==> config.mk <==
export PLATFORM = sky130hd
export DESIGN_NAME = record_exchange_sorter
export DESIGN_NICKNAME = d
export VERILOG_FILES = /design/src/rtl/rxs_pkg.sv /design/src/rtl/rxs_ram.sv /design/src/rtl/record_exchange_sorter.sv
export SDC_FILE = /design/constraint.sdc
export NUM_CORES = 2
export LEC_CHECK = 0
export BUFFER_PORTS_ARGS = -buffer_cell sky130_fd_sc_hd__clkbuf_2
export CAP_MARGIN = 25
export CORE_UTILIZATION = 30
export CTS_CLUSTER_SIZE = 24
export DETAILED_ROUTE_END_ITERATION = 10
export GPL_ROUTABILITY_DRIVEN = 0
export PLACE_DENSITY = 0.5
export SLEW_MARGIN = 15
export SYNTH_ARGS = -nofsm -noshare
export SYNTH_HDL_FRONTEND = slang
export SYNTH_SLANG_ARGS = --single-unit
==> constraint.sdc <==
create_clock -name i_clk -period 13.2 [get_ports i_clk]
set_input_delay 0.66 -clock i_clk [delete_from_list [all_inputs] [get_ports i_clk]]
set_output_delay 0.66 -clock i_clk [all_outputs]
set_load 0.02 [all_outputs]
==> src/rtl/rxs_pkg.sv <==
// shared types and constants for the record exchange sorter
package rxs_pkg;

    localparam int ID_W     = 31;
    localparam int WEIGHT_W = 20;
    localparam int LIMIT_W  = 7;
    localparam int CFG_IDX_W = 2;

    localparam logic [CFG_IDX_W-1:0] REG_SORT_DESC  = 2'd0;
    localparam logic [CFG_IDX_W-1:0] REG_EMIT_LIMIT = 2'd1;

    typedef struct packed {
        logic [ID_W-1:0]     record_id;
        logic [WEIGHT_W-1:0] weight;
        logic                last_record;
    } t_in_word;

    typedef struct packed {
        logic [ID_W-1:0]     out_id;
        logic [WEIGHT_W-1:0] out_weight;
        logic                last_result;
        logic                overflow_seen;
    } t_out_word;

    typedef struct packed {
        logic [ID_W-1:0]     id;
        logic [WEIGHT_W-1:0] weight;
    } t_record;

    localparam int REC_W = $bits(t_record);

endpackage

==> src/rtl/rxs_ram.sv <==
// generic single write port ram with registered read
module rxs_ram #(
    parameter int WIDTH = 8,
    parameter int DEPTH = 16
) (
    input  logic                     i_clk,
    input  logic                     i_we,
    input  logic [$clog2(DEPTH)-1:0] i_waddr,
    input  logic [WIDTH-1:0]         i_wdata,
    input  logic [$clog2(DEPTH)-1:0] i_raddr,
    output logic [WIDTH-1:0]         o_rdata
);

    logic [WIDTH-1:0] r_mem [DEPTH];
    logic [WIDTH-1:0] r_rdata;

    always_ff @(posedge i_clk) begin
        if (i_we) begin
            r_mem[i_waddr] <= i_wdata;
        end
        r_rdata <= r_mem[i_raddr];
    end

    assign o_rdata = r_rdata;

endmodule

==> src/rtl/record_exchange_sorter.sv <==
// record exchange sorter: load one record per word, sort by weight, emit the top records
// loading: words are taken only in the load state; after the last word the sort runs
//   one compare per cycle through one comparator and the single read port of the
//   record ram
// emission: the next result word is read out only after the previous one is taken
// reset: clears state, counts and config; r_cur, r_out and the record ram stay undefined
module record_exchange_sorter #(
    parameter int CAPACITY = 64
) (
    input  logic                             i_clk,
    input  logic                             i_rst_n,
    input  logic                             i_in_valid,
    output logic                             o_in_ready,
    input  rxs_pkg::t_in_word                i_in_word,
    output logic                             o_out_valid,
    input  logic                             i_out_ready,
    output rxs_pkg::t_out_word               o_out_word,
    input  logic                             i_cfg_we,
    input  logic [rxs_pkg::CFG_IDX_W-1:0]    i_cfg_idx,
    input  logic [rxs_pkg::LIMIT_W-1:0]      i_cfg_data
);

    import rxs_pkg::*;

    localparam int AW    = $clog2(CAPACITY);
    localparam int CNT_W = $clog2(CAPACITY + 1);
    localparam logic [CNT_W-1:0] CAP_CNT = CNT_W'(CAPACITY);

    localparam logic [2:0] ST_LOAD   = 3'd0;
    localparam logic [2:0] ST_SORT_I = 3'd1;
    localparam logic [2:0] ST_RD_I   = 3'd2;
    localparam logic [2:0] ST_CMP    = 3'd3;
    localparam logic [2:0] ST_WB     = 3'd4;
    localparam logic [2:0] ST_EM_RD  = 3'd5;
    localparam logic [2:0] ST_EM_LD  = 3'd6;

    logic [2:0]         r_state, n_state;
    logic [CNT_W-1:0]   r_count, n_count;
    logic               r_ovf, n_ovf;
    logic [CNT_W-1:0]   r_i, n_i;
    logic [CNT_W-1:0]   r_j, n_j;
    logic [CNT_W-1:0]   r_k, n_k;
    logic [CNT_W-1:0]   r_emit_n, n_emit_n;
    t_record            r_cur, n_cur;
    logic               r_desc;
    logic [LIMIT_W-1:0] r_limit;
    logic               r_out_valid, n_out_valid;
    t_out_word          r_out, n_out;

    logic               mem_we;
    logic [AW-1:0]      mem_waddr;
    t_record            mem_wdata;
    logic [AW-1:0]      mem_raddr;
    logic [REC_W-1:0]   mem_rdata;
    t_record            rd_rec;

    logic               in_acc;
    logic               swap;
    logic [WEIGHT_W-1:0] cmp_a, cmp_b;
    logic [CNT_W-1:0]   limited_n;
    logic [CNT_W-1:0]   j_next;

    assign rd_rec = t_record'(mem_rdata);

    rxs_ram #(
        .WIDTH(REC_W),
        .DEPTH(CAPACITY)
    ) u_rec_ram (
        .i_clk  (i_clk),
        .i_we   (mem_we),
        .i_waddr(mem_waddr),
        .i_wdata(mem_wdata),
        .i_raddr(mem_raddr),
        .o_rdata(mem_rdata)
    );

    assign o_in_ready  = (r_state == ST_LOAD);
    assign in_acc      = i_in_valid && o_in_ready;
    assign o_out_valid = r_out_valid;
    assign o_out_word  = r_out;

    // shared comparator: true when the held record must move behind the read one
    assign cmp_a = r_desc ? rd_rec.weight : r_cur.weight;
    assign cmp_b = r_desc ? r_cur.weight  : rd_rec.weight;
    assign swap  = cmp_a > cmp_b;

    assign j_next = r_j + CNT_W'(1);

    always_comb begin
        if ((r_limit != '0) && (r_limit < LIMIT_W'(r_count))) begin
            limited_n = r_limit[CNT_W-1:0];
        end else begin
            limited_n = r_count;
        end
    end

    always_comb begin
        n_state     = r_state;
        n_count     = r_count;
        n_ovf       = r_ovf;
        n_i         = r_i;
        n_j         = r_j;
        n_k         = r_k;
        n_emit_n    = r_emit_n;
        n_cur       = r_cur;
        n_out       = r_out;
        n_out_valid = r_out_valid;
        mem_we      = 1'b0;
        mem_waddr   = r_count[AW-1:0];
        mem_wdata   = '{id: i_in_word.record_id, weight: i_in_word.weight};
        mem_raddr   = r_i[AW-1:0];

        if (r_out_valid && i_out_ready) begin
            n_out_valid = 1'b0;
        end

        case (r_state)
            ST_LOAD: begin
                if (in_acc) begin
                    if (r_count < CAP_CNT) begin
                        mem_we  = 1'b1;
                        n_count = r_count + CNT_W'(1);
                    end else begin
                        n_ovf = 1'b1;
                    end
                    if (i_in_word.last_record) begin
                        n_i     = '0;
                        n_state = ST_SORT_I;
                    end
                end
            end
            ST_SORT_I: begin
                mem_raddr = r_i[AW-1:0];
                if ((r_i + CNT_W'(1)) >= r_count) begin
                    n_k      = '0;
                    n_emit_n = limited_n;
                    n_state  = ST_EM_RD;
                end else begin
                    n_state = ST_RD_I;
                end
            end
            ST_RD_I: begin
                n_cur     = rd_rec;
                n_j       = r_i + CNT_W'(1);
                mem_raddr = n_j[AW-1:0];
                n_state   = ST_CMP;
            end
            ST_CMP: begin
                mem_raddr = j_next[AW-1:0];
                if (swap) begin
                    mem_we    = 1'b1;
                    mem_waddr = r_j[AW-1:0];
                    mem_wdata = r_cur;
                    n_cur     = rd_rec;
                end
                n_j = j_next;
                if (j_next == r_count) begin
                    n_state = ST_WB;
                end
            end
            ST_WB: begin
                mem_we    = 1'b1;
                mem_waddr = r_i[AW-1:0];
                mem_wdata = r_cur;
                n_i       = r_i + CNT_W'(1);
                n_state   = ST_SORT_I;
            end
            ST_EM_RD: begin
                mem_raddr = r_k[AW-1:0];
                if (!r_out_valid) begin
                    n_state = ST_EM_LD;
                end
            end
            ST_EM_LD: begin
                n_out_valid         = 1'b1;
                n_out.out_id        = rd_rec.id;
                n_out.out_weight    = rd_rec.weight;
                n_out.overflow_seen = r_ovf;
                n_out.last_result   = ((r_k + CNT_W'(1)) == r_emit_n);
                if ((r_k + CNT_W'(1)) == r_emit_n) begin
                    n_count = '0;
                    n_ovf   = 1'b0;
                    n_state = ST_LOAD;
                end else begin
                    n_k     = r_k + CNT_W'(1);
                    n_state = ST_EM_RD;
                end
            end
            default: begin
                n_state = ST_LOAD;
            end
        endcase
    end

    always_ff @(posedge i_clk) begin
        if (!i_rst_n) begin
            r_state     <= ST_LOAD;
            r_count     <= '0;
            r_ovf       <= 1'b0;
            r_i         <= '0;
            r_j         <= '0;
            r_k         <= '0;
            r_emit_n    <= '0;
            r_out_valid <= 1'b0;
            r_desc      <= 1'b0;
            r_limit     <= '0;
        end else begin
            r_state     <= n_state;
            r_count     <= n_count;
            r_ovf       <= n_ovf;
            r_i         <= n_i;
            r_j         <= n_j;
            r_k         <= n_k;
            r_emit_n    <= n_emit_n;
            r_out_valid <= n_out_valid;
            if (i_cfg_we) begin
                case (i_cfg_idx)
                    REG_SORT_DESC:  r_desc  <= i_cfg_data[0];
                    REG_EMIT_LIMIT: r_limit <= i_cfg_data;
                    default: ;
                endcase
            end
        end
    end

    always_ff @(posedge i_clk) begin
        r_cur <= n_cur;
        r_out <= n_out;
    end

    a_count_bound: assert property (@(posedge i_clk) disable iff (!i_rst_n)
        r_count <= CAP_CNT)
        else $error("record count above capacity");

    a_no_write_when_full: assert property (@(posedge i_clk) disable iff (!i_rst_n)
        (mem_we && (r_state == ST_LOAD)) |-> (r_count < CAP_CNT))
        else $error("ram write while set is full");

    a_last_ends_run: assert property (@(posedge i_clk) disable iff (!i_rst_n)
        (r_state == ST_EM_LD && n_out.last_result) |=> (r_state == ST_LOAD && r_count == '0))
        else $error("run did not close after final word");

    a_emit_index: assert property (@(posedge i_clk) disable iff (!i_rst_n)
        (r_state == ST_EM_RD || r_state == ST_EM_LD) |-> (r_k < r_emit_n))
        else $error("emit index past emit count");

    a_last_starts_sort: assert property (@(posedge i_clk) disable iff (!i_rst_n)
        (in_acc && i_in_word.last_record) |=> (r_state == ST_SORT_I && r_i == '0))
        else $error("final word did not start sort");

endmodule

==> metrics.txt <==
# Post-CTS Setup Buffers 0; max_slew headroom a little under a quarter; GRT met3 Usage around 2.5%; synthesized instance count roughly 10000; Die Span X slightly below 700 um; Non-Filler Instances 16480; detailed-route via count 88774; Max-Cap Viols 0; Vert. Die Dim approximately 680 um; setup ws final slightly below 7 ns; Critical Path Fanout Max 80; CP max stage cell buf_4; CTS resizes 0; WHS around 0.083 ns; final hold vios 0; Post-synth EDFFs 3368; GRT overflow 0; core area between 400000 and 500000 sq um; global-route wire length before repair 638000 um; GRT Total Usage 18.7%; WP data required between 10 and 15 ns; Netlist Area Pre-Place 138000 sq um; DRT iter0 DRCs approximately 10000; status finished with violations; PwrDens 165 nW/um^2; violated checks DRC; clock latency on the worst-skew pair about 0.95 ns; ratio of cells with drive above 1 in the final layout between 10% and 20%; P_int ~19 mW; Clock Power Share just under 40%; syn nets approximately 10000; most used routing layer met2; GR met2 Demand/Resource 28.5%; Seq pwr share 49.0%; flops & latches, synth between 3000 and 4000; Fin Setup TNS 0 ns; # IOs 121; largest net degree at the start of global routing 181; RSZ-0062 raised after global routing false; fmax 0.155 GHz; Hold WC Path Type input port to register; area of the multi-input gates 32400 sq um; Post-route DRC 150; Worst Max-Slew Pin Slew around 1.1 ns; DP HPWL ~250000 um; placed cells about 16000; Reg clk slew, reported paths around 0.06 ns; Max stage delay on crit path a little under 0.9 ns; synthesis-to-layout area growth 14.0%; Async SR Flop Fraction 0%; Crit path buffers/inverters 5; CTS Root Cell clkbuf_16; CP Class register to register; Max H-tree Level 5; Leakage Power roughly 53 nW; Cell variety after synth 81; clk_skew about 0.036 ns; effective utilization at floorplan ~30%; clock sinks about 3500; WL/cell 27.3 um; # rows approximately 250; grt met1 use ~28%; DR pass1 iterations 9; Place WS roughly 6.4 ns; switching portion of total power between 20% and 30%; CTS buffer count 362; Setup crit start kind register; max-slew violations 0; crit-path cells inv_1, o21ai_4, buf_4, buf_4, and2_4, buf_4, buf_4, nand2_1, a311oi_1, o21ai_1, and4_1, nand4_1; Max clock buf depth 4; port bufs 120; antenna violations before repair 36; routed vias/inst about 5.4; Worst EP arrival about 7.3 ns; sequential share of the synthesized area around three quarters; post-layout min period roughly 6.4 ns; Avg Inst Size Synth approximately 14 sq um; Top FF cell, synth edfxtp_1; Critical Path Most Common Cell buf_4; register area 103000 sq um; CTS Hold Bufs 7; CTS tree done; final WL 450000 um; Top Family by Delay on Critical Path buffers and inverters; final setup vio count 0; vias in the first global route 84034; die area between 400000 and 500000 sq um; Fillers approximately 44000; Psw just over 7 mW; period utilization 48.9%; Antenna Violating Nets Remaining 0; CP Capture Type register; nets@finish 10118; maximum vdd drop approximately 0.12 mV; combinational power share 12.4%; Syn. warnings 0
-- worst min-delay path: stages --
cell and delay (ns):
clkbuf_2 0.13, mux2i_1 0.08, nor2b_1 0.11
-- cells in the mapped netlist (6+ instances only) --
master,number,share of area [%]
a211oi_1,407,2.2
a21boi_0,8,0.043
a21o_1,10,0.054
a21oi_1,182,0.66
a311o_1,53,0.38
a311oi_1,402,2.5
a31oi_1,115,0.52
a32oi_1,6,0.038
and2_1,12,0.054
and3_1,567,2.6
and4_1,52,0.33
buf_1,31,0.084
buf_2,349,1.3
buf_4,34,0.18
buf_6,23,0.19
clkbuf_1,296,0.80
clkbuf_2,11,0.040
dfxtp_1,99,1.4
edfxtp_1,3368,73
ha_1,36,0.33
inv_1,16,0.043
mux2_2,71,0.58
mux2i_1,41,0.30
nand2_1,2474,6.7
nand2b_1,10,0.045
nand3_1,700,2.5
nand4_1,59,0.27
nor2_1,104,0.28
nor2b_1,18,0.081
nor3_1,11,0.040
o211a_1,52,0.38
o211ai_1,10,0.054
o21a_1,8,0.043
o21ai_0,150,0.54
o21ai_1,88,0.32
o31ai_1,51,0.28
xnor2_1,19,0.12
xor2_1,7,0.044
-- worst paths after layout --
kind | start | endpoint | slack [ns] | cells after the start
setup reg to reg | r_state[1] | u_rec_ram.o_rdata[14] | 6.75 | 12
hold reg to reg | u_rec_ram.o_rdata[50] | o_out_word[52] | 0.44 | 0
hold / removal | i_cfg_data[0] | r_limit[0] | 0.08 | 3
setup / recovery | r_state[1] | u_rec_ram.o_rdata[14] | 6.75 | 12
-- state kept, by name, indices dropped and copies added (netlist names) --
signal / flops
u_rec_ram.r_mem: 3264
o_out_word: 53
r_cur: 51
u_rec_ram.o_rdata: 51
r_count: 7
r_emit_n: 7
r_i: 7
r_j: 7
r_k: 7
r_limit: 7
r_state: 3
o_out_valid: 1
r_desc: 1
r_ovf: 1
-- kinds of logic after synthesis --
kind of cell / Yosys count / share of synthesized area, %
buffers and inverters: 761 / 2.61
adder cells (fa/ha/maj): 36 / 0.325
flip-flops: 3467 / 74.5
AO/OA/AOI/OAI: 1586 / 8.37
AND/OR/NAND/NOR: 4037 / 13.1
XOR/XNOR: 26 / 0.165
multiplexers: 114 / 0.901
-- power groups by stage --
stage	combinational [mW]	clock, mW	sequential [mW]
2_1_floorplan	1.88	0	12.8
3_3_place_gp	3.15	0	13.0
3_5_place_dp	3.18	0	13.0
4_1_cts	3.19	10.2	12.7
5_1_grt	3.43	10.6	12.8
6_report	3.22	10.1	12.7
-- through the flow --
step                power, mW  util [%]  area [sq um]
CTS                      26.2      34.3        158000
floorplan                14.6         -        138000
detailed placement       16.2      31.8        146000
finish                   26.0      34.3        158000
global placement         16.1      31.7        146000
global route             26.8      34.3        158000
-- cell type report --
cell class | count | share of cell area, %
multi-input combinational | 5799 | 20.5
clock buffer | 467 | 6.20
antenna | 18 | 0.0286
tap | 6149 | 4.88
timing repair buffer | 369 | 1.86
clock inverter | 194 | 1.10
inverter | 17 | 0.0404
sequential | 3467 | 65.4
-- layer usage --
metal | vias up | wire length, um
li1 | 38158 | -
met2 | 4003 | 199000
met5 | - | 0
met3 | 603 | 36800
met4 | 0 | 9580
met1 | 46010 | 204000
-- layout by cell type (no fill, tap or decap), types with 69 or more instances in the layout --
cell       count
a31oi_1      108
a311oi_1     402
clkinv_1      69
clkbuf_1      81
edfxtp_1    3368
clkbuf_16    370
and3_1       562
dfxtp_1       98
o21ai_1       88
o21ai_0      149
a211oi_1     407
nand3_1      699
clkinv_2      71
clkbuf_2     120
a21oi_1      182
buf_4        210
nand2_1     2474
(Power assumes the default switching activity.)
